File: src/design/assert_macros.svh
// Assertion macros shared by the RTL that checks itself.
// Needs nothing else; define SYNTH to compile the checks away.
`ifndef ASSERT_MACROS_SVH
`define ASSERT_MACROS_SVH
`ifndef SYNTH
`define ASSERT_HOLDS(lbl, clk, rst_n, prop, msg) \
    lbl: assert property (@(posedge clk) disable iff (!rst_n) (prop)) else $error(msg);
`define ASSERT_IMPLIES(lbl, clk, rst_n, pre, post, msg) \
    lbl: assert property (@(posedge clk) disable iff (!rst_n) (pre) |-> (post)) else $error(msg);
`define ASSERT_NEXT(lbl, clk, rst_n, pre, post, msg) \
    lbl: assert property (@(posedge clk) disable iff (!rst_n) (pre) |=> (post)) else $error(msg);
`else
`define ASSERT_HOLDS(lbl, clk, rst_n, prop, msg)
`define ASSERT_IMPLIES(lbl, clk, rst_n, pre, post, msg)
`define ASSERT_NEXT(lbl, clk, rst_n, pre, post, msg)
`endif
`endif

File: src/design/tspe_pkg.sv
// Shared types and constants of the touch pointer event core.
// No dependencies; used by every module of the block.
package tspe_pkg;

    localparam int RAW_W   = 12;
    localparam int FRAC    = 16;
    localparam int COORD_W = 20;
    localparam int OFS_W   = 18;
    localparam int GAIN_W  = 20;
    localparam int WIN_W   = 24;
    localparam int TIME_W  = 48;
    localparam int CLK_W   = 8;
    localparam int CFG_IDX_W  = 3;
    localparam int CFG_DATA_W = 24;

    // Datapath widths, sized for the coarsest normalization (eight raw bits)
    localparam int NORM_W = 20;
    localparam int SUM_W  = 22;
    localparam int BX_W   = 26;
    localparam int AX_W   = 31;
    localparam int FX_W   = 41;

    localparam int DEAD_BAND = 655;

    localparam logic signed [COORD_W-1:0] COORD_MAX  = 20'h7FFFF;
    localparam logic signed [COORD_W-1:0] COORD_MIN  = 20'h80000;
    localparam logic signed [COORD_W-1:0] HOLD_RESET = 20'hF0000;
    localparam logic signed [AX_W-1:0]    ONE_Q16    = 31'sd65536;
    localparam logic [CLK_W-1:0]          CLICK_MAX  = 8'hFF;
    localparam logic [CLK_W-1:0]          CLICK_ONE  = 8'd1;

    localparam logic signed [GAIN_W-1:0] GAIN_RESET   = 20'sd65536;
    localparam logic [WIN_W-1:0]         WINDOW_RESET = 24'd500000;

    localparam int QDEPTH = 2;
    localparam int QPTR_W = 1;

    typedef enum logic [1:0] {
        EV_MOVE    = 2'd0,
        EV_RAW     = 2'd1,
        EV_PRESS   = 2'd2,
        EV_RELEASE = 2'd3
    } t_kind;

    typedef enum logic [CFG_IDX_W-1:0] {
        CFG_X_OFFSET     = 3'd0,
        CFG_X_GAIN       = 3'd1,
        CFG_X_CROSS      = 3'd2,
        CFG_Y_OFFSET     = 3'd3,
        CFG_Y_GAIN       = 3'd4,
        CFG_Y_CROSS      = 3'd5,
        CFG_CLICK_WINDOW = 3'd6,
        CFG_RAW_ENABLE   = 3'd7
    } t_cfg_idx;

    typedef enum logic [2:0] {
        F_IDLE,
        F_MB,
        F_MA,
        F_MF,
        F_DEC
    } t_fstate;

    typedef struct packed {
        logic signed [OFS_W-1:0]  x_offset;
        logic signed [GAIN_W-1:0] x_gain;
        logic signed [GAIN_W-1:0] x_cross;
        logic signed [OFS_W-1:0]  y_offset;
        logic signed [GAIN_W-1:0] y_gain;
        logic signed [GAIN_W-1:0] y_cross;
        logic [WIN_W-1:0]         click_window;
        logic                     raw_enable;
    } t_cal;

    // One classified sample: which events to send and what they carry
    typedef struct packed {
        logic                      do_move;
        logic                      do_raw;
        logic                      do_edge;
        logic                      down;
        logic                      prev_btn;
        logic [CLK_W-1:0]          clicks;
        logic signed [COORD_W-1:0] hx;
        logic signed [COORD_W-1:0] hy;
        logic signed [COORD_W-1:0] nx;
        logic signed [COORD_W-1:0] ny;
    } t_job;

    typedef struct packed {
        logic full;
        logic empty;
    } t_qstat;

endpackage

File: src/design/tspe_queue.sv
// Two-entry job queue between the sample front end and the event back end.
// Depends on tspe_pkg.
module tspe_queue (
    input  logic             i_clk,
    input  logic             i_rst_n,
    input  logic             i_push,
    input  tspe_pkg::t_job   i_job,
    input  logic             i_pop,
    output tspe_pkg::t_job   o_head,
    output tspe_pkg::t_qstat o_stat
);

    tspe_pkg::t_job r_mem [tspe_pkg::QDEPTH];

    logic [tspe_pkg::QPTR_W-1:0] r_wptr;
    logic [tspe_pkg::QPTR_W-1:0] r_rptr;
    logic [tspe_pkg::QPTR_W:0]   r_count;
    logic                        do_push;
    logic                        do_pop;

    localparam logic [tspe_pkg::QPTR_W-1:0] PTR_LAST = tspe_pkg::QPTR_W'(tspe_pkg::QDEPTH - 1);
    localparam logic [tspe_pkg::QPTR_W:0]   CNT_FULL = (tspe_pkg::QPTR_W + 1)'(tspe_pkg::QDEPTH);

    assign o_stat.full  = (r_count == CNT_FULL);
    assign o_stat.empty = (r_count == '0);
    assign do_push      = i_push && !o_stat.full;
    assign do_pop       = i_pop && !o_stat.empty;
    assign o_head       = r_mem[r_rptr];

    always_ff @(posedge i_clk) begin
        if (do_push) begin
            r_mem[r_wptr] <= i_job;
        end
    end

    always_ff @(posedge i_clk) begin
        if (!i_rst_n) begin
            r_wptr  <= '0;
            r_rptr  <= '0;
            r_count <= '0;
        end else begin
            if (do_push) begin
                r_wptr <= (r_wptr == PTR_LAST) ? '0 : r_wptr + 1'b1;
            end
            if (do_pop) begin
                r_rptr <= (r_rptr == PTR_LAST) ? '0 : r_rptr + 1'b1;
            end
            if (do_push && !do_pop) begin
                r_count <= r_count + 1'b1;
            end else if (do_pop && !do_push) begin
                r_count <= r_count - 1'b1;
            end
        end
    end

endmodule

File: config.mk
export PLATFORM = sky130hd
export DESIGN_NAME = tspe_queue
export DESIGN_NICKNAME = d
export VERILOG_FILES = /design/src/design/assert_macros.svh /design/src/design/tspe_pkg.sv /design/src/design/tspe_queue.sv
export SDC_FILE = /design/constraint.sdc
export NUM_CORES = 1
export LEC_CHECK = 0
export BUFFER_PORTS_ARGS = -buffer_cell sky130_fd_sc_hd__buf_2
export CORE_UTILIZATION = 25
export CTS_BUF_LIST = sky130_fd_sc_hd__clkbuf_8
export CTS_CLUSTER_SIZE = 40
export DETAILED_ROUTE_END_ITERATION = 6
export GPL_TIMING_DRIVEN = 0
export SLEW_MARGIN = 0
export SYNTH_ARGS = -nofsm -noshare
export SYNTH_HDL_FRONTEND = slang
export SYNTH_SLANG_ARGS = --single-unit
export TNS_END_PERCENT = 10
File: constraint.sdc
create_clock -name i_clk -period 5.85 [get_ports i_clk]
set_input_delay 0.585 -clock i_clk [delete_from_list [all_inputs] [get_ports i_clk]]
set_output_delay 0.585 -clock i_clk [all_outputs]
set_load 0.05 [all_outputs]
==> results.toml, run 1 <==
[final_layout]
fill_cells = 2653
syn_to_final_growth_pct = 29.02
multi_input_area_um2 = 1185
nNetsFinal = 629
postLayoutCoreUtil_pct = 33.15
seqCellArea_um2 = 5685
antenna_cells = 0
drive_above_1_share_pct = 48.71
fin_area_um2 = 8984

[cts]
clock_latency_ps = 440
clk_path_buf_depth = 2
clock_sinks = 191
clockRootBuffer = "clkbuf_8"
cts_tree = "done"
post_cts_buffers = 0
cts_made_buffers = 17
htree_levels = 4
clkSlewWorstSetupHoldPaths_ps = 100
cts_repair_resize_count = 0
postCtsHoldBufs = 0

[floorplanning]
initial_utilization_pct = 25.69
die_area_um2 = 28520
rows = 60
die_x_um = 168.9
fp.dieH_um = 168.9
core_area_um2 = 27100
io_pins = 192

[sta]
setup-tns-final_ps = 0
min_period_ps = 2388
maxSlewHeadroom_pct = 50.04
rsz0062_at_grt = "false"
period_share_pct = 40.81
hold_violations = 0
finalSetupViolations = 0
holdWs_ps = 325.4
max_freq_ghz = 0.4188
tightestPinTransition_ps = 749.5
clock_skew_ps = 9.011
final_max_slew_viol_count = 0
fin_ws_ps = 3462

[worst_setup_path]
critPathArrivalTime_ps = 1800
critPathLaunchType = "flip-flop"
required_ps = 5270
r2r-end = "r_mem[0][56]"
critPathMaxFanout = 10
cpPeakStageDelay_ps = 350
path_cells = "buf_4, buf_6, mux2_1, buf_2"
worstRegToRegCells = 6
critPathSlowestCell = "dfxtp_1"
end_kind = "primary output"
r2r_setup_slack_ps = 3830
rr_startpoint = "r_count[0]"
crit_path_end = "o_head[1]"
crit_type = "reg -> out"

[global_routing]
antenna_found_initial = 3
use_met1_pct = 10.67
grt_max_degree = 48
met2_usage_pct = 16.82
grt_pass1_vias = 3836
grt_pass1_wl_um = 20560
top_usage_layer = "met2"
grt.total_usage_pct = 9.782
grt.met3_usage_pct = 4.349
grt_overflow_total = 0

[power_and_ir_drop]
power.leakage_uw = 0.003284
ir_drop_uv = 210.0
cellPowerDensity_nw_per_um2 = 475.5

[synth]
synth.most_common_cell = "edfxtp_1"
yosys_warnings = 0
synth_fp_nets = 412
synth_area_per_cell_um2 = 22.17
netlist_instances = 314
yosys.area.top_type = "edfxtp_1"
netlist_area_um2 = 6963
synth_flop_cell = "edfxtp_1"
synthArstFlopShare_pct = 0
synth_common_cells = "186 x edfxtp_1, 70 x mux2_1, 23 x mux2_2"
synth-seq-cells = 191
synth_cell_types = 23
synth_edf_count = 186
seq_area_frac_synth_pct = 81.65
synth.top_cell.area_share_pct = 80.22
synth_area_leaders = "edfxtp_1 80%, mux2_1 11%, mux2_2 3.7%"

[worst_hold_path]
hold_path.class = "in -> reg"

[detailed_routing]
num_vias = 3585
drt-total-wl_um = 13680
ant_nets = 0
viasPerCell = 3.914
first_pass_iters = 6
drt_iter0_drc = 137
wire_per_inst_um = 14.93
route.detailed.drc = 0

[placement]
place_ws_ps = 3616
port-buffer-count = 191
place_congestion = 0.6831
place_area_um2 = 8588
dpl.hpwl_um = 9168

[run_status]
outcome = "completed"

[run]
drv_cap = 0
placed cells by master, fill, tap and decap left out, types with 3 or more instances in the layout:
| cell type | instances |
|---|---|
| buf_2 | 193 |
| edfxtp_1 | 186 |
| mux2_1 | 70 |
| mux2_2 | 23 |
| clkbuf_8 | 17 |
| buf_6 | 7 |
| buf_16 | 7 |
| dfxtp_1 | 5 |
| clkinvlp_4 | 4 |
| and2_1 | 3 |
where the power goes:
part / total (uW) / switching, uW / internal (uW)
clock network: 874 / 487 / 387
registers: 1750 / 39.6 / 1710
logic: 1640 / 1180 / 464
worst min path at each step:
stage                          start  cells past startpoint           end  slack [ps]
after global routing        i_job[4]                      1   r_mem[1][4]         260
final                      i_job[12]                      1  r_mem[0][12]         330
after floorplan           r_count[1]                      2    r_count[1]         480
after detailed placement  r_count[1]                      2    r_count[1]         520
after CTS                  i_job[12]                      1  r_mem[1][12]         270
after global placement    r_count[1]                      2    r_count[1]         510
flip-flops by register name, summed over array words and instances (netlist names), named ones only:
name	flops
r_mem	186
r_count	2
r_rptr	1
r_wptr	1
layer usage:
metal | wire, um | up-vias
met5 | 36 | -
met2 | 6705 | 129
met3 | 1018 | 18
met4 | 154 | 6
li1 | - | 1679
met1 | 5762 | 1753
final cells by class:
class                      instances  share of cell area (%)
clock buffer                      17                   2.604
timing repair buffer             198                   12.79
tap                              372                   5.181
clock inverter                    15                   1.797
sequential                       191                   63.29
multi-input combinational        111                   13.19
inverter                           2                 0.08357
buffer                            10                   1.072
cells by family after synthesis:
| family | share of synthesized area [%] |
|---|---|
| compound gates | 0.4672 |
| xor+xnor | 0.3774 |
| fa+ha+maj | 0.1797 |
| buf+inv | 1.491 |
| flops | 81.65 |
| mux | 15.04 |
| simple gates | 0.7909 |
per-stage QoR:
step | instances | total power (uW)
6_report | 916 | 4272
5_1_grt | 916 | 4474
4_1_cts | 916 | 4353
3_5_place_dp | 884 | 3462
3_3_place_gp | 877 | 3410
2_1_floorplan | 314 | 3017
worst max-delay path: cells and delay by family, from the launching register on:
family                 cells  cell delay (ps)
flip-flops                 1              350
buffers and inverters      3              670
multiplexers               1              350
No activity file was read; power rests on OpenSTA's default activity.
==> run 2, diff against run 1 <==
- clock period: 5.85 -> 2 ns (I/O delays scaled with it)
==> run 2 against run 1 <==
  * Clock skew rose by 4.6 ps
  * Combinational power increased to 3.1 times the previous value
  * Sequential power grew to 2.9 times the previous value
  * Worst hold slack worse by 180 ps
  * Via count up 9.1%
  * Utilization is 3.6 points higher
  * Critical path depth is the same
  * Global-route usage increased by 0.38 points
  * Non-clock buffer count grew 96
  * Clock power increased to 2.9 times the previous value
  * Power rose to 3.0 times the previous value
  * Final area up 11%
==> results.toml, run 2 (same netlist as run 1, synthesis figures left out) <==
[power_and_ir_drop]
power.leakage_uw = 0.003699
power_uw = 12770
cellPowerDensity_nw_per_um2 = 1280
ir_drop_uv = 635.2

[sta]
period_share_pct = 95.67
tightestPinTransition_ps = 688.7
holdWs_ps = 140.5
max_freq_ghz = 0.5226
hold_violations = 0
maxSlewHeadroom_pct = 54.08
rsz0062_at_grt = "true"
min_period_ps = 1913
finalSetupViolations = 0
clock_skew_ps = 13.62
final_max_slew_viol_count = 0

[detailed_routing]
first_pass_iters = 4
viasPerCell = 3.857
wire_per_inst_um = 14.55
drt-total-wl_um = 14750
ant_nets = 0
num_vias = 3911
drt_iter0_drc = 168
route.detailed.drc = 0

[worst_hold_path]
hold_path.class = "in -> reg"
min_path_cells = 3
worstHoldStart = "i_push"

[placement]
place_area_um2 = 8582
port-buffer-count = 191
dpl.hpwl_um = 9462
place_congestion = 0.6526

[cts]
clk_path_buf_depth = 2
cts_made_buffers = 17
htree_levels = 4
clock_sinks = 191
clockRootBuffer = "clkbuf_8"
clock_latency_ps = 450
clkSlewWorstSetupHoldPaths_ps = 90
cts_tree = "done"

[floorplanning]
die_x_um = 168.9
die_area_um2 = 28520
fp.dieH_um = 168.9
core_area_um2 = 27100
initial_utilization_pct = 25.69
io_pins = 192
rows = 60

[global_routing]
grt_max_degree = 49
grt_pass1_vias = 4166
grt_overflow_total = 0
grt.total_usage_pct = 10.17
antenna_found_initial = 2
grt_pass1_wl_um = 21630

[worst_setup_path]
critPathLaunchType = "flip-flop"
critPathMaxFanout = 10
path_cells = "buf_12, buf_6, mux2_1, buf_2"
worstRegToRegCells = 7
critPathTopFamily = "buffers and inverters"
end_kind = "primary output"
required_ps = 1800
worst-path-buf-inv = 3
cpPeakStageDelay_ps = 370
crit_cells = 4
critPathArrivalTime_ps = 1710
critPathSlowestCell = "dfxtp_2"
crit_type = "reg -> out"
rr_startpoint = "r_count[0]"

[final_layout]
nNetsFinal = 726
largest_reg_flops = 186
top_register = "r_mem"
fin_area_um2 = 9972
drive_above_1_share_pct = 42.28
top_regs = "r_mem x186, r_count x2"
fill_cells = 2572
final_cell_mix = "187 x buf_2, 186 x edfxtp_1, 94 x dlygate4sd3_1, 70 x mux2_1, 23 x mux2_2"
layout_commonest_cell = "buf_2"
syn_to_final_growth_pct = 43.22

[run_status]
outcome = "completed"

[run]
drv_cap = 0
## run 2: layout make-up
class | count | area (um2) | share of cell area, %
Clock inverter | 15 | 158.9 | 1.593
Sequential cell | 191 | 5690 | 57.06
Clock buffer | 17 | 234.0 | 2.346
Antenna cell | 1 | 2.502 | 0.02509
Timing Repair Buffer | 294 | 2090 | 20.95
Buffer | 10 | 116.4 | 1.167
Tap cell | 372 | 465.4 | 4.668
Multi-Input combinational cell | 112 | 1200 | 12.03
Inverter | 2 | 15.01 | 0.1506
## run 2: worst paths after layout
check | to | slack, ps
setup / recovery | o_head[4] | 90
hold reg to reg | r_count[1] | 570
setup reg to reg | r_mem[0][18] | 290
hold / removal | r_wptr | 140
## run 2: tightest hold or removal path: stages
cell      delay [ps]
buf_2            110
a21boi_0          80
o21a_1           160
## run 2: repair_timing
action | 4_1_cts | 5_1_grt
setup endpoints to repair | 121 | 102
buffers inserted | 1 | 0
gates cloned | 0 | 1
hold endpoints to repair | 190 | 0
resized for setup | 7 | 9
pin swaps | 2 | 1
hold buffers | 94 | 0
## run 2: power breakdown
part	switching (uW)	leakage (uW)	internal, uW
Combinational	3530	0.00173	1520
Clock	1440	0.000194	1130
Sequential	131	0.00178	5020
Total	5100	0.00370	7670
## run 2: stage by stage
step	TNS, ps	util [%]	setup WS (ps)	std cells
after floorplan	-232000	-	-1277	314
after global placement	-517800	31.02	-2798	877
after detailed placement	-1494	31.67	-136.4	885
after CTS	0	36.70	4.847	1012
after global routing	-753.9	36.80	-31.61	1014
final	0	36.80	86.57	1014
## run 2: routing by layer
| layer | global-route usage, % | vias up | wire [um] |
|---|---|---|---|
| met5 | 0 | - | 13 |
| met3 | 4.022 | 10 | 929 |
| met1 | 11.16 | 1911 | 6268 |
| met4 | 2.925 | 2 | 118 |
| met2 | 18.04 | 117 | 7420 |
| li1 | - | 1871 | - |
==> run 3, diff against run 2 <==
- RECOVER_POWER: unset -> 50
==> run 3 against run 2 <==
  * Power is 0.28% lower
  * Flip-flop and latch count stayed put
  * Worst hold slack better by 0.59 ps
  * First-iteration DRC count is 1.2% higher
  * Via count is 0.20% higher
  * Register-to-register slack worse by 150 ps
  * Clock skew is 1.1 ps higher
  * Final area is 0.65% lower
  * Critical path depth stayed put
  * Fmax hardly changed
  * Cell count stayed put
  * Largest cell class unchanged
  * Largest power group unchanged
==> results.toml, run 3 (same netlist as run 1, synthesis figures left out) <==
[detailed_routing]
drt_iter0_drc = 170
wire_per_inst_um = 14.52
num_vias = 3919
ant_nets = 0
drt-total-wl_um = 14730
viasPerCell = 3.865
first_pass_iters = 4
route.detailed.drc = 0

[placement]
place_ws_ps = -136.4
dpl.hpwl_um = 9462
dp.cells = 885
port-buffer-count = 191
place_congestion = 0.6526

[global_routing]
grt_max_degree = 49
grt_overflow_total = 0
antenna_found_initial = 2
grt.total_usage_pct = 10.17
grt_pass1_wl_um = 21630
grt_pass1_vias = 4166

[worst_setup_path]
critPathArrivalTime_ps = 1710
crit_type = "reg -> out"
required_ps = 1800
critPathSlowestCell = "dfxtp_2"
end_kind = "primary output"
path_cells = "buf_12, buf_6, mux2_1, buf_2"
critPathTopFamily = "buffers and inverters"
critPathLaunchType = "flip-flop"
critPathMaxFanout = 10
cpPeakStageDelay_ps = 370
worst-path-buf-inv = 3
r2r_setup_slack_ps = 140

[power_and_ir_drop]
power.leakage_uw = 0.003586
cellPowerDensity_nw_per_um2 = 1285
ir_drop_uv = 633.6

[sta]
period_share_pct = 95.70
hold_violations = 0
clock_skew_ps = 14.73
maxSlewHeadroom_pct = 54.17
finalSetupViolations = 0
rsz0062_at_grt = "true"
max_freq_ghz = 0.5225
min_period_ps = 1914
tightestPinTransition_ps = 687.5
final_max_slew_viol_count = 0
fin_ws_ps = 86.04

[cts]
clkSlewWorstSetupHoldPaths_ps = 90
clock_latency_ps = 450
clock_sinks = 191
clk_path_buf_depth = 2
htree_levels = 4
cts_tree = "done"
clockRootBuffer = "clkbuf_8"
cts_made_buffers = 17

[final_layout]
top_register = "r_mem"
top_regs = "r_mem x186, r_count x2"
nNetsFinal = 726
finalNonFillerCells = 1014
syn_to_final_growth_pct = 42.28
drive_above_1_share_pct = 36.04
postLayoutCoreUtil_pct = 36.56
largest_reg_flops = 186
layout_commonest_cell = "edfxtp_1"
final_cell_mix = "186 x edfxtp_1, 147 x buf_2, 94 x dlygate4sd3_1, 70 x mux2_1, 39 x clkbuf_1"

[floorplanning]
fp.dieH_um = 168.9
die_area_um2 = 28520
io_pins = 192
die_x_um = 168.9
core_area_um2 = 27100
rows = 60
initial_utilization_pct = 25.69

[worst_hold_path]
hold_path.class = "in -> reg"

[run_status]
outcome = "completed"

[run]
drv_cap = 0
[run 3: changes by cell type in the layout (fill, tap and decap cells not counted), sizes merged]
| cell | previous run | this run |
|---|---|---|
| buf | 208 | 166 |
| clkbuf | 19 | 61 |
[run 3: worst register-to-register path, stage by stage (launching register included)]
cell	delay, ps
dfxtp_1	450
nand2b_4	220
inv_8	40
nor3_4	140
clkbuf_1	440
buf_8	270
[run 3: repair_timing]
action | in CTS | in global routing
gates resized for setup | 7 | 9
hold buffers | 94 | 0
endpoints found under the setup margin | 121 | 102
gates cloned | 0 | 1
buffers inserted | 1 | 0
pin swaps | 2 | 1
hold endpoints to repair | 190 | 0
[run 3: area by class of cell]
cell class / count / area [um2]
multi-input cells: 112 / 1200
inverters: 2 / 15.01
repair buffers: 294 / 2028
plain buffers: 10 / 116.4
clock inverters: 15 / 158.9
diodes: 1 / 2.502
fillers: 2593 / 17190
well taps: 372 / 465.4
clock buffers: 17 / 234.0
flip-flops and latches: 191 / 5687
[run 3: power breakdown]
part	switching, uW	internal [uW]	total, uW	leakage (uW)
Clock	1440	1130	2570	0.000194
Sequential	131	5010	5140	0.00178
Combinational	3520	1490	5020	0.00161
Total	5090	7640	12700	0.00359
[run 3: layer usage]
| layer | GRT usage [%] | up-vias | routed length [um] | share of wire (%) |
|---|---|---|---|---|
| met2 | 18.04 | 119 | 7405 | 50 |
| met4 | 2.925 | 2 | 118 | 0.80 |
| met3 | 4.022 | 10 | 932 | 6.3 |
| met1 | 11.16 | 1917 | 6258 | 42 |
| li1 | - | 1871 | - | - |
| met5 | 0 | - | 13 | 0.088 |
[run 3: metrics by stage]
stage | instance area [um2] | TNS (ps) | hold WS, ps | power, uW
after CTS | 9946 | 0 | 74.54 | 12950
final | 9907 | 0 | 141.1 | 12730
after detailed placement | 8582 | -1494 | 390.7 | 10130
after global routing | 9907 | -753.9 | 123.1 | 13320
after floorplan | 6985 | -232000 | 298.9 | 8841
after global placement | 8407 | -517800 | 386.7 | 9980
[run 3: worst paths after layout]
| check | from | to | cells past startpoint |
|---|---|---|---|
| setup / recovery | flip-flop | o_head[4] | 4 |
| hold / removal | i_push | r_wptr | 3 |
| setup reg to reg | r_count[0] | r_mem[0][46] | 5 |
| hold reg to reg | r_count[1] | r_count[1] | 2 |
