### src/design/assert_macros.svh
// Assertion macros shared by the RTL that checks itself.
// Needs nothing else; define SYNTH to compile the checks away.
`ifndef ASSERT_MACROS_SVH
`define ASSERT_MACROS_SVH
`ifndef SYNTH
`define ASSERT_HOLDS(lbl, clk, rst_n, prop, msg) \
    lbl: assert property (@(posedge clk) disable iff (!rst_n) (prop)) else $error(msg);
`define ASSERT_IMPLIES(lbl, clk, rst_n, pre, post, msg) \
    lbl: assert property (@(posedge clk) disable iff (!rst_n) (pre) |-> (post)) else $error(msg);
`define ASSERT_NEXT(lbl, clk, rst_n, pre, post, msg) \
    lbl: assert property (@(posedge clk) disable iff (!rst_n) (pre) |=> (post)) else $error(msg);
`else
`define ASSERT_HOLDS(lbl, clk, rst_n, prop, msg)
`define ASSERT_IMPLIES(lbl, clk, rst_n, pre, post, msg)
`define ASSERT_NEXT(lbl, clk, rst_n, pre, post, msg)
`endif
`endif

### src/design/tspe_pkg.sv
// Shared types and constants of the touch pointer event core.
// No dependencies; used by every module of the block.
package tspe_pkg;

    localparam int RAW_W   = 12;
    localparam int FRAC    = 16;
    localparam int COORD_W = 20;
    localparam int OFS_W   = 18;
    localparam int GAIN_W  = 20;
    localparam int WIN_W   = 24;
    localparam int TIME_W  = 48;
    localparam int CLK_W   = 8;
    localparam int CFG_IDX_W  = 3;
    localparam int CFG_DATA_W = 24;

    // Datapath widths, sized for the coarsest normalization (eight raw bits)
    localparam int NORM_W = 20;
    localparam int SUM_W  = 22;
    localparam int BX_W   = 26;
    localparam int AX_W   = 31;
    localparam int FX_W   = 41;

    localparam int DEAD_BAND = 655;

    localparam logic signed [COORD_W-1:0] COORD_MAX  = 20'h7FFFF;
    localparam logic signed [COORD_W-1:0] COORD_MIN  = 20'h80000;
    localparam logic signed [COORD_W-1:0] HOLD_RESET = 20'hF0000;
    localparam logic signed [AX_W-1:0]    ONE_Q16    = 31'sd65536;
    localparam logic [CLK_W-1:0]          CLICK_MAX  = 8'hFF;
    localparam logic [CLK_W-1:0]          CLICK_ONE  = 8'd1;

    localparam logic signed [GAIN_W-1:0] GAIN_RESET   = 20'sd65536;
    localparam logic [WIN_W-1:0]         WINDOW_RESET = 24'd500000;

    localparam int QDEPTH = 2;
    localparam int QPTR_W = 1;

    typedef enum logic [1:0] {
        EV_MOVE    = 2'd0,
        EV_RAW     = 2'd1,
        EV_PRESS   = 2'd2,
        EV_RELEASE = 2'd3
    } t_kind;

    typedef enum logic [CFG_IDX_W-1:0] {
        CFG_X_OFFSET     = 3'd0,
        CFG_X_GAIN       = 3'd1,
        CFG_X_CROSS      = 3'd2,
        CFG_Y_OFFSET     = 3'd3,
        CFG_Y_GAIN       = 3'd4,
        CFG_Y_CROSS      = 3'd5,
        CFG_CLICK_WINDOW = 3'd6,
        CFG_RAW_ENABLE   = 3'd7
    } t_cfg_idx;

    typedef enum logic [2:0] {
        F_IDLE,
        F_MB,
        F_MA,
        F_MF,
        F_DEC
    } t_fstate;

    typedef struct packed {
        logic signed [OFS_W-1:0]  x_offset;
        logic signed [GAIN_W-1:0] x_gain;
        logic signed [GAIN_W-1:0] x_cross;
        logic signed [OFS_W-1:0]  y_offset;
        logic signed [GAIN_W-1:0] y_gain;
        logic signed [GAIN_W-1:0] y_cross;
        logic [WIN_W-1:0]         click_window;
        logic                     raw_enable;
    } t_cal;

    // One classified sample: which events to send and what they carry
    typedef struct packed {
        logic                      do_move;
        logic                      do_raw;
        logic                      do_edge;
        logic                      down;
        logic                      prev_btn;
        logic [CLK_W-1:0]          clicks;
        logic signed [COORD_W-1:0] hx;
        logic signed [COORD_W-1:0] hy;
        logic signed [COORD_W-1:0] nx;
        logic signed [COORD_W-1:0] ny;
    } t_job;

    typedef struct packed {
        logic full;
        logic empty;
    } t_qstat;

endpackage

### src/design/tspe_back.sv
// Back end: unpacks one queued job into up to three events and drives
// the registered output channel. Depends on tspe_pkg.
module tspe_back (
    input  logic                                i_clk,
    input  logic                                i_rst_n,
    input  tspe_pkg::t_job                      i_head,
    input  tspe_pkg::t_qstat                    i_qstat,
    output logic                                o_pop,
    output logic                                o_out_valid,
    input  logic                                i_out_stall,
    output logic [1:0]                          o_event_kind,
    output logic signed [tspe_pkg::COORD_W-1:0] o_coord_x,
    output logic signed [tspe_pkg::COORD_W-1:0] o_coord_y,
    output logic                                o_button,
    output logic [tspe_pkg::CLK_W-1:0]          o_clicks,
    output logic                                o_last
);

    // pending-event bits, in emission order
    localparam int P_MOVE = 0;
    localparam int P_RAW  = 1;
    localparam int P_EDGE = 2;

    tspe_pkg::t_job r_job;
    logic [2:0]     r_pend;
    logic           r_valid;
    tspe_pkg::t_kind r_kind;
    logic signed [tspe_pkg::COORD_W-1:0] r_cx, r_cy;
    logic           r_btn;
    logic [tspe_pkg::CLK_W-1:0] r_clicks;
    logic           r_last;

    logic           slot_free, emit, load;
    logic [2:0]     sel, rest;
    tspe_pkg::t_kind n_kind;
    logic signed [tspe_pkg::COORD_W-1:0] n_cx, n_cy;
    logic           n_btn;
    logic [tspe_pkg::CLK_W-1:0] n_clicks;

    assign slot_free = !r_valid || !i_out_stall;
    assign emit      = slot_free && (r_pend != '0);
    assign load      = (r_pend == '0) && !i_qstat.empty;
    assign o_pop     = load;
    assign rest      = r_pend & ~sel;

    always_comb begin
        sel      = '0;
        n_kind   = tspe_pkg::EV_MOVE;
        n_cx     = '0;
        n_cy     = '0;
        n_btn    = r_job.prev_btn;
        n_clicks = '0;
        if (r_pend[P_MOVE]) begin
            sel[P_MOVE] = 1'b1;
            n_cx        = r_job.hx;
            n_cy        = r_job.hy;
        end else if (r_pend[P_RAW]) begin
            sel[P_RAW] = 1'b1;
            n_kind     = tspe_pkg::EV_RAW;
            n_cx       = r_job.nx;
            n_cy       = r_job.ny;
        end else begin
            sel[P_EDGE] = 1'b1;
            n_kind      = r_job.down ? tspe_pkg::EV_PRESS : tspe_pkg::EV_RELEASE;
            n_btn       = r_job.down;
            n_clicks    = r_job.clicks;
        end
    end

    always_ff @(posedge i_clk) begin
        if (!i_rst_n) begin
            r_pend  <= '0;
            r_valid <= 1'b0;
        end else begin
            if (load) begin
                r_pend[P_MOVE] <= i_head.do_move;
                r_pend[P_RAW]  <= i_head.do_raw;
                r_pend[P_EDGE] <= i_head.do_edge;
            end else if (emit) begin
                r_pend <= rest;
            end
            if (emit) begin
                r_valid <= 1'b1;
            end else if (slot_free) begin
                r_valid <= 1'b0;
            end
        end
    end

    always_ff @(posedge i_clk) begin
        if (load) begin
            r_job <= i_head;
        end
        if (emit) begin
            r_kind   <= n_kind;
            r_cx     <= n_cx;
            r_cy     <= n_cy;
            r_btn    <= n_btn;
            r_clicks <= n_clicks;
            r_last   <= (rest == '0);
        end
    end

    assign o_out_valid  = r_valid;
    assign o_event_kind = r_kind;
    assign o_coord_x    = r_cx;
    assign o_coord_y    = r_cy;
    assign o_button     = r_btn;
    assign o_clicks     = r_clicks;
    assign o_last       = r_last;

endmodule
### config.mk
export PLATFORM = sky130hd
export DESIGN_NAME = tspe_back
export DESIGN_NICKNAME = d
export VERILOG_FILES = /design/src/design/assert_macros.svh /design/src/design/tspe_pkg.sv /design/src/design/tspe_back.sv
export SDC_FILE = /design/constraint.sdc
export NUM_CORES = 1
export LEC_CHECK = 0
export BUFFER_PORTS_ARGS = -buffer_cell sky130_fd_sc_hd__buf_4
export CAP_MARGIN = 20
export CORE_MARGIN = 2
export CORE_UTILIZATION = 45
export DETAILED_ROUTE_END_ITERATION = 16
export PLACE_DENSITY = 0.79
export SYNTH_ARGS = -nofsm -noshare
export SYNTH_HDL_FRONTEND = slang
export SYNTH_SLANG_ARGS = --single-unit
### constraint.sdc
create_clock -name i_clk -period 3.4 [get_ports i_clk]
set_clock_uncertainty 0.1 [all_clocks]
set_input_delay 0.17 -clock i_clk [delete_from_list [all_inputs] [get_ports i_clk]]
set_output_delay 0.17 -clock i_clk [all_outputs]
set_load 0.005 [all_outputs]
==> results.ini, run 1 <==
[status]
status=finished, final reports clean

[floorplanning]
die-area_um2=11800
ios=152
die-height_um=109
initial_core_util=0.458
num_rows=38
core_um2=10800
die_w_um=109

[yosys]
yosysSeqAreaShare=0.879
synthesis.nets=325
synth_seq_cells=146
syn_area_um2=4940
synth_xor_area_frac=0
synth_top_family_by_area=compound AO/OA/AOI/OAI gates
synth-simple-area-share=0.0233
synth_edf_count=142
synth_adder_area_share=0
synth_cell_type_count=22
synth_compound_area_frac=0.0843
synth_ff_type=edfxtp_1
ys_warn_count=0
syn_inst=227
async_reset_ff_frac=0
avgSynthCellArea_um2=21.8
synthMuxAreaShare=0.00228

[route]
vias_per_cell=4.76
antenna_left=0
drc_errors=0
drtIter0Drc=117
post_drt_wl_per_cell_um=16.7
postRouteWirelength_um=10800
vias=3064
drt_pre_antenna_iters=5

[finish]
seq_area_um2=4350
drive_above_1_share=0.375
diodes=0
area.growth.synth_to_final_pct=59.6
multi_input_area_um2=554
fillers=631
finalNetCount=589

[clock_tree]
cts-root-buf=clkbuf_8
htree_levels=4
clockBufferDepth=2
cts_tree=yes
clock_sinks=146
postCtsSetupBuffers=0
clk_latency_ps=500
path_clk_slew_ps=60
cts_buffers=17

[critical_path]
required_ps=3130
critPathMaxStageDelay_ps=600
crit_family=buffers and inverters
r2r_slack_ps=1060
crit_path_end=o_pop
worst_setup_path_end_kind=output port
crit_fanout=55
r2r_end=o_coord_y[14]
r2r-start=r_pend[0]
critPathLaunch=r_pend[0]
worstSetupPathType=flop to output port
r2r_cells=4
worst_path_max_delay_cell=or4_4
worstPathArrival_ps=2590
cp.buffers_inverters=3
cp.depth=4
startpoint_type=flop
crit_chain=or4_4 -> clkinv_2 -> buf_12 -> buf_4

[global_routing]
grt.busiest_layer=met2
grt_pass1_wl_um=16200
gr-usage-met2=0.338
grt_start_max_net_pins=56
overflow=0
grt_util_all_layers=0.191
grtUsageMet1=0.207
grt_pass1_vias=3287
grtUsageMet3=0.0699
antenna_found_initial=0

[hold_path]
hold_depth=2
min_path_type=input pin to flop

[timing]
tns_ps=0
rsz0062_at_grt=no
fin_crit_sh=0.842
setup_ws_ps=537
max_slew_margin=0.561
maxSlewViolCount=0
final-hold-violation-count=0
layout_min_cycle_time_ps=2860
tightest_slew_ps=659
max_freq_mhz=349
setup_viol=0

[power_and_ir_drop]
p_leak_nw=3.08
power_density_nw_per_um2=579
vdd_drop_max_mv=0.361
power_mw=4.57

[place]
dpl_worst_slack_ps=1020
dp_hpwl_um=5860
gp_congestion=0.724
numPortBuffers=150

[flow_run]
max_cap_violations=0

==> kinds of logic after synthesis <==
kind of cell	count (synthesis)
flops	146
buf+inv	12
mux	1
compound gates	49
simple gates	19
==> power by group <==
part / total (mW) / internal (mW) / switching [mW]
clock network: 1.90 / 1.26 / 0.646
logic: 0.448 / 0.264 / 0.184
registers: 2.22 / 2.17 / 0.0484
total: 4.57 / 3.69 / 0.878
==> layer usage <==
metal / vias up / routed length, um
li1: 1466 / -
met1: 1463 / 4090
met2: 118 / 5770
met3: 17 / 722
met4: 0 / 172
met5: - / 0
==> worst reg2reg max path, cell delays in order (launching register included) <==
cell and delay [ps]:
dfxtp_2 620, buf_4 390, nor3_1 170, a21oi_4 410
buf_12 320
==> what timing repair did <==
action,CTS,global route
hold buffers,101,0
resized for setup,0,0
endpoints found under the hold margin,101,0
==> flip-flops by register name, indices dropped and copies added (netlist names) <==
register	count
o_coord_x	20
r_pend	3
o_out_valid	1
o_clicks	8
o_button	1
o_last	1
o_coord_y	20
o_event_kind	2
r_job	90
==> synthesized netlist by cell type, drive strengths merged (2+ instances only) <==
| cell | number | area, um2 |
|---|---|---|
| edfxtp | 142 | 4260 |
| a22o | 40 | 350 |
| and2 | 8 | 50.1 |
| buf | 6 | 32.5 |
| nand2 | 5 | 18.8 |
| a21oi | 4 | 20.0 |
| clkbuf | 4 | 15.0 |
| dfxtp | 4 | 80.1 |
| inv | 2 | 7.51 |
| o22ai | 2 | 18.8 |
==> metrics by stage <==
stage | hold slack (ps) | instances | area (um2) | util
after detailed placement | 249 | 511 | 6260 | 0.580
after global routing | 253 | 644 | 7890 | 0.731
after floorplan | 169 | 227 | 4950 | -
after global placement | 248 | 511 | 6260 | 0.580
final | 277 | 644 | 7890 | 0.731
after CTS | 250 | 644 | 7890 | 0.731
==> how the worst min path moves through the flow <==
| stage | start | endpoint | slack (ps) |
|---|---|---|---|
| after floorplan | i_head[0] | r_job[0] | 170 |
| after global placement | i_head[20] | r_job[20] | 250 |
| after detailed placement | i_head[3] | r_job[3] | 250 |
| after CTS | i_head[54] | r_job[54] | 250 |
| after global routing | i_head[45] | r_job[45] | 250 |
| final | i_head[45] | r_job[45] | 280 |
==> final cells by class <==
| type | instances | share of cell area |
|---|---|---|
| flip-flops and latches | 146 | 0.551 |
| repair buffers | 255 | 0.278 |
| multi-input cells | 69 | 0.0703 |
| clock buffers | 20 | 0.0539 |
| clock inverters | 12 | 0.0238 |
| well taps | 140 | 0.0222 |
| inverters | 2 | 0.00111 |
==> placed cells by master (no fill, tap or decap) <==
master / instances
o22ai_2: 1
nor2_1: 1
and2b_1: 1
bufinv_16: 5
dfxtp_1: 3
and2_1: 8
inv_1: 1
edfxtp_1: 142
dlygate4sd3_1: 101
clkbuf_8: 1
clkbuf_1: 3
a211o_1: 1
or2_2: 1
dfxtp_2: 1
a21oi_4: 1
buf_12: 2
a32o_2: 1
clkinv_4: 1
nor3_1: 1
o22ai_1: 1
clkbuf_16: 16
mux2_2: 1
or4_4: 1
a22o_1: 40
a21boi_0: 1
clkinv_1: 3
nand2_1: 5
buf_4: 152
clkinv_2: 3
clkinvlp_4: 1
a21oi_1: 3
and4bb_2: 1
Note: power is estimated with default switching activity, not from simulation.
==> run 2, diff against run 1 <==
- CORE_UTILIZATION: 45 -> 50
- PLACE_DENSITY: 0.79 -> 0.83
- clock period: 3.4 -> 2.8 ns (I/O delays scaled with it)
==> results.ini, run 2 (same netlist as run 1, synthesis figures left out) <==
[clock_tree]
ctsHoldBuffers=100  ; was 101
path_clk_slew_ps=60  ; about the same
postCtsSetupBuffers=0  ; unchanged
clock_sinks=146  ; unchanged
cts_tree=yes  ; unchanged
htree_levels=4  ; unchanged
cts-root-buf=clkbuf_8  ; unchanged
clk_latency_ps=510  ; was 500 ps
cts_buffers=17  ; unchanged
cts_resized=0  ; unchanged
clockBufferDepth=2  ; unchanged

[timing]
setup_viol=0  ; unchanged
final-hold-violation-count=0  ; unchanged
rsz0062_at_grt=no  ; unchanged
fin_crit_sh=0.918
layout_min_cycle_time_ps=2570
max_freq_mhz=389
tns_ps=0  ; unchanged
max_slew_margin=0.554  ; was 0.561
tightest_slew_ps=666  ; was 659 ps
maxSlewViolCount=0  ; unchanged

[route]
post_drt_wl_per_cell_um=18.0  ; was 16.7 um
drtIter0Drc=142  ; was 117
postRouteWirelength_um=11500  ; was 10,800 um
drt_pre_antenna_iters=4  ; was 5
vias_per_cell=4.91  ; was 4.76
vias=3121  ; was 3,064
antenna_left=0  ; unchanged
drc_errors=0  ; unchanged

[place]
dp_hpwl_um=5900  ; was 5860 um
gp_congestion=0.703  ; was 0.724
dp_cells=506  ; was 511
numPortBuffers=150  ; unchanged

[floorplanning]
ios=152  ; unchanged
die-area_um2=10700  ; was 11,800 um2
initial_core_util=0.510  ; was 0.458
core_um2=9680  ; was 10,800 um2
die-height_um=103  ; was 109 um
num_rows=36  ; was 38
die_w_um=103  ; was 109 um

[global_routing]
overflow=0  ; unchanged
grt_pass1_wl_um=16500  ; was 16,200 um
grt_util_all_layers=0.219  ; was 0.191
grt_pass1_vias=3345  ; was 3,287
grt_start_max_net_pins=50  ; was 56
antenna_found_initial=1  ; was 0

[hold_path]
min_path_type=input pin to flop  ; unchanged

[power_and_ir_drop]
vdd_drop_max_mv=0.439  ; was 0.361 mV
p_leak_nw=3.04  ; was 3.08 nW
power_density_nw_per_um2=689  ; was 579 nW/um2
power_mw=5.38  ; was 4.57 mW

[finish]
fin_cells=636  ; was 644
seq_area_um2=4350  ; unchanged
mostFrequentLayoutCells=buf_4, edfxtp_1, dlygate4sd3_1, a22o_1, clkbuf_16  ; unchanged
multi_input_area_um2=554  ; unchanged
fillers=479  ; was 631
regMostFlops=r_job  ; unchanged
final_common_cell=buf_4  ; unchanged
finalNetCount=590  ; was 589
largest_register_ffs=90  ; unchanged
drive_above_1_share=0.382  ; was 0.375
area.growth.synth_to_final_pct=58.0  ; was 59.6%

[flow_run]
max_cap_violations=0  ; unchanged

[critical_path]
worstSetupPathType=flop to output port  ; unchanged
crit_chain=or4_4 -> clkinvlp_4 -> buf_4 -> buf_4  ; was or4_4 -> clkinv_2 -> buf_12 -> buf_4
worst_setup_path_end_kind=output port  ; unchanged
cpMostUsedCell=buf_4
worstPathArrival_ps=2330  ; was 2590 ps
critPathMaxStageDelay_ps=580  ; was 600 ps
required_ps=2560  ; was 3130 ps
worst_path_max_delay_cell=or4_4  ; unchanged
crit_fanout=49  ; was 55
startpoint_type=flop  ; unchanged

[status]
status=finished, final reports clean  ; unchanged

[run 2: final cells by class]
class                      instances  share of cell area
antenna                            1            0.000320
clock buffer                      17              0.0530
clock inverter                    12              0.0184
inverter                           2             0.00144
multi-input combinational         69              0.0710
sequential                       146               0.556
tap                              133              0.0213
timing repair buffer             256               0.278
[run 2: critical path: cells and delay by family (launching register included)]
family,cells,cell delay (ps)
buffers and inverters,3,810
DFF,1,420
and+or+nand+nor,1,580
[run 2: power breakdown]
part           total [mW]  internal [mW]  switching (mW)
combinational       0.544          0.316           0.229
clock                2.14           1.33           0.812
sequential           2.69           2.63          0.0621
total                5.38           4.28            1.10
[run 2: layer usage]
metal,GRT usage,wire [um],up-vias
met5,0,0,-
met4,0.0881,180,0
met3,0.0679,649,14
met2,0.420,6570,140
met1,0.218,4070,1509
li1,-,-,1458
[run 2: through the flow]
stage                util  hold WS, ps  setup slack, ps  instance area (um2)
global placement    0.645          218              698                 6250
detailed placement  0.645          219              647                 6250
floorplan               -          139              290                 4950
finish              0.806          110              228                 7810
global route        0.806         92.2              117                 7810
CTS                 0.806         85.9              210                 7810
[run 2: worst paths after layout]
check | slack [ps] | endpoint | startpoint | cells past startpoint
hold reg to reg | 420 | o_clicks[1] | r_job[81] | 1
setup reg to reg | 620 | o_coord_y[6] | r_pend[0] | 4
setup / recovery | 230 | o_pop | r_pend[0] | 4
hold / removal | 110 | o_coord_x[17] | i_out_stall | 3
==> run 3, diff against run 2 <==
- CORE_UTILIZATION: 50 -> 30
- PLACE_DENSITY: 0.83 -> 0.56
==> results.ini, run 3 (same netlist as run 1, synthesis figures left out) <==
[finish]
fillers=1388  ; was 479
mostFrequentLayoutCells=buf_4, edfxtp_1, dlygate4sd3_1, a22o_1, clkbuf_16  ; unchanged
finalNetCount=585  ; was 590
post-route-util=0.492  ; was 0.806
regMostFlops=r_job  ; unchanged
final_common_cell=buf_4  ; unchanged
fin_cells=712  ; was 636
fin_area_um2=7870  ; was 7810 um2
diodes=0  ; was 1
drive_above_1_share=0.377  ; was 0.382
area.growth.synth_to_final_pct=59.3  ; was 58.0%
largest_register_ffs=90  ; unchanged

[route]
antenna_left=0  ; unchanged
top_layer=met4  ; unchanged
postRouteWirelength_um=10800  ; was 11,500 um
post_drt_wl_per_cell_um=15.2  ; was 18.0 um
vias_per_cell=4.21  ; was 4.91
drc_errors=0  ; unchanged
dr_wl_met2_um=5460  ; was 6570 um
drt_pre_antenna_iters=4  ; unchanged
drtIter0Drc=175  ; was 142
wl_met3_um=664  ; was 649 um
wl_met1_um=4640  ; was 4070 um
vias=3000  ; was 3,121

[floorplanning]
die_w_um=132  ; was 103 um
ios=152  ; unchanged
die-area_um2=17500  ; was 10,700 um2
initial_core_util=0.309  ; was 0.510
core_um2=16000  ; was 9680 um2
die-height_um=132  ; was 103 um
num_rows=46  ; was 36

[global_routing]
grt_pass1_wl_um=16800  ; was 16,500 um
grt_start_max_net_pins=92  ; was 50
overflow=0  ; unchanged
antenna_found_initial=0  ; was 1
grt_pass1_vias=3243  ; was 3,345
grt_util_all_layers=0.126  ; was 0.219

[clock_tree]
cts_resized=0  ; unchanged
clock_sinks=146  ; unchanged
htree_levels=4  ; unchanged
cts_tree=yes  ; unchanged
clockBufferDepth=2  ; unchanged
path_clk_slew_ps=50  ; was 60 ps
cts_buffers=17  ; unchanged
cts-root-buf=clkbuf_16  ; was clkbuf_8
clk_latency_ps=400  ; was 510 ps
ctsHoldBuffers=97  ; was 100
postCtsSetupBuffers=0  ; unchanged

[hold_path]
hp-start=i_head[90]  ; was i_out_stall
min_path_type=input pin to flop  ; unchanged

[critical_path]
worstPathArrival_ps=2260  ; was 2330 ps
crit_fanout=91  ; was 49
critPathLaunch=r_pend[0]  ; unchanged
crit_chain=or4_4 -> clkinvlp_4 -> buf_12 -> buf_4  ; was or4_4 -> clkinvlp_4 -> buf_4 -> buf_4
critPathMaxStageDelay_ps=620  ; was 580 ps
worst_setup_path_end_kind=output port  ; unchanged
worstSetupPathType=flop to output port  ; unchanged
required_ps=2560  ; about the same
startpoint_type=flop  ; unchanged
r2r-start=r_pend[0]  ; unchanged
worst_path_max_delay_cell=or4_4  ; unchanged

[timing]
max_freq_mhz=401  ; was 389 MHz
tightest_slew_ps=876  ; was 666 ps
fin_crit_sh=0.891  ; was 0.918
tns_ps=0  ; unchanged
maxSlewViolCount=0  ; unchanged
max_slew_margin=0.416  ; was 0.554
setup_viol=0  ; unchanged
rsz0062_at_grt=no  ; unchanged
layout_min_cycle_time_ps=2500  ; was 2570 ps
final-hold-violation-count=0  ; unchanged

[place]
dp_cells=587  ; was 506
numPortBuffers=150  ; unchanged
placed_cell_area_um2=6350  ; was 6250 um2
dp_hpwl_um=6320  ; was 5900 um
gp_congestion=0.696  ; was 0.703

[power_and_ir_drop]
vdd_drop_max_mv=0.395  ; was 0.439 mV
power_density_nw_per_um2=683  ; was 689 nW/um2
p_leak_nw=3.02  ; was 3.04 nW

[flow_run]
max_cap_violations=0  ; unchanged

[status]
status=finished, final reports clean  ; unchanged

==> run 3: worst paths after layout <==
kind | cells past startpoint | slack (ps) | endpoint
setup / recovery | 4 | 300 | o_pop
hold / removal | 3 | 70 | r_pend[2]
setup reg to reg | 4 | 570 | o_coord_x[5]
hold reg to reg | 1 | 420 | o_clicks[4]
==> run 3: metrics by stage <==
stage / hold WS [ps] / setup WS, ps / total power [mW]
after detailed placement: 219 / 520 / 3.17
final: 71.8 / 304 / 5.38
after global placement: 219 / 563 / 3.16
after CTS: 45.1 / 267 / 5.45
after global routing: 74.0 / 168 / 5.58
after floorplan: 139 / 290 / 2.87
==> run 3: area by class of cell <==
type	count	area [um2]	share of cell area
clock buffers	20	437	0.0555
clock inverters	8	115	0.0146
inverters	2	11.3	0.00143
multi-input cells	69	556	0.0706
flip-flops and latches	146	4350	0.552
well taps	216	270	0.0343
repair buffers	251	2140	0.272
==> run 3: power by group <==
| group | switching, mW | internal [mW] | leakage, nW |
|---|---|---|---|
| Sequential | 0.0573 | 2.63 | 1.38 |
| Clock | 0.783 | 1.37 | 0.267 |
| Combinational | 0.224 | 0.313 | 1.37 |
| Total | 1.07 | 4.32 | 3.02 |
==> run 3: layer usage <==
layer,up-vias,global-route usage
met5,-,0
met4,0,0.0346
met3,5,0.0507
met2,95,0.213
met1,1455,0.148
li1,1445,-
==> run 3: critical path, delay by kind of cell, from the launching register on <==
| family | cells | cell delay (ps) |
|---|---|---|
| simple gates | 1 | 620 |
| flops | 1 | 490 |
| buf+inv | 3 | 650 |
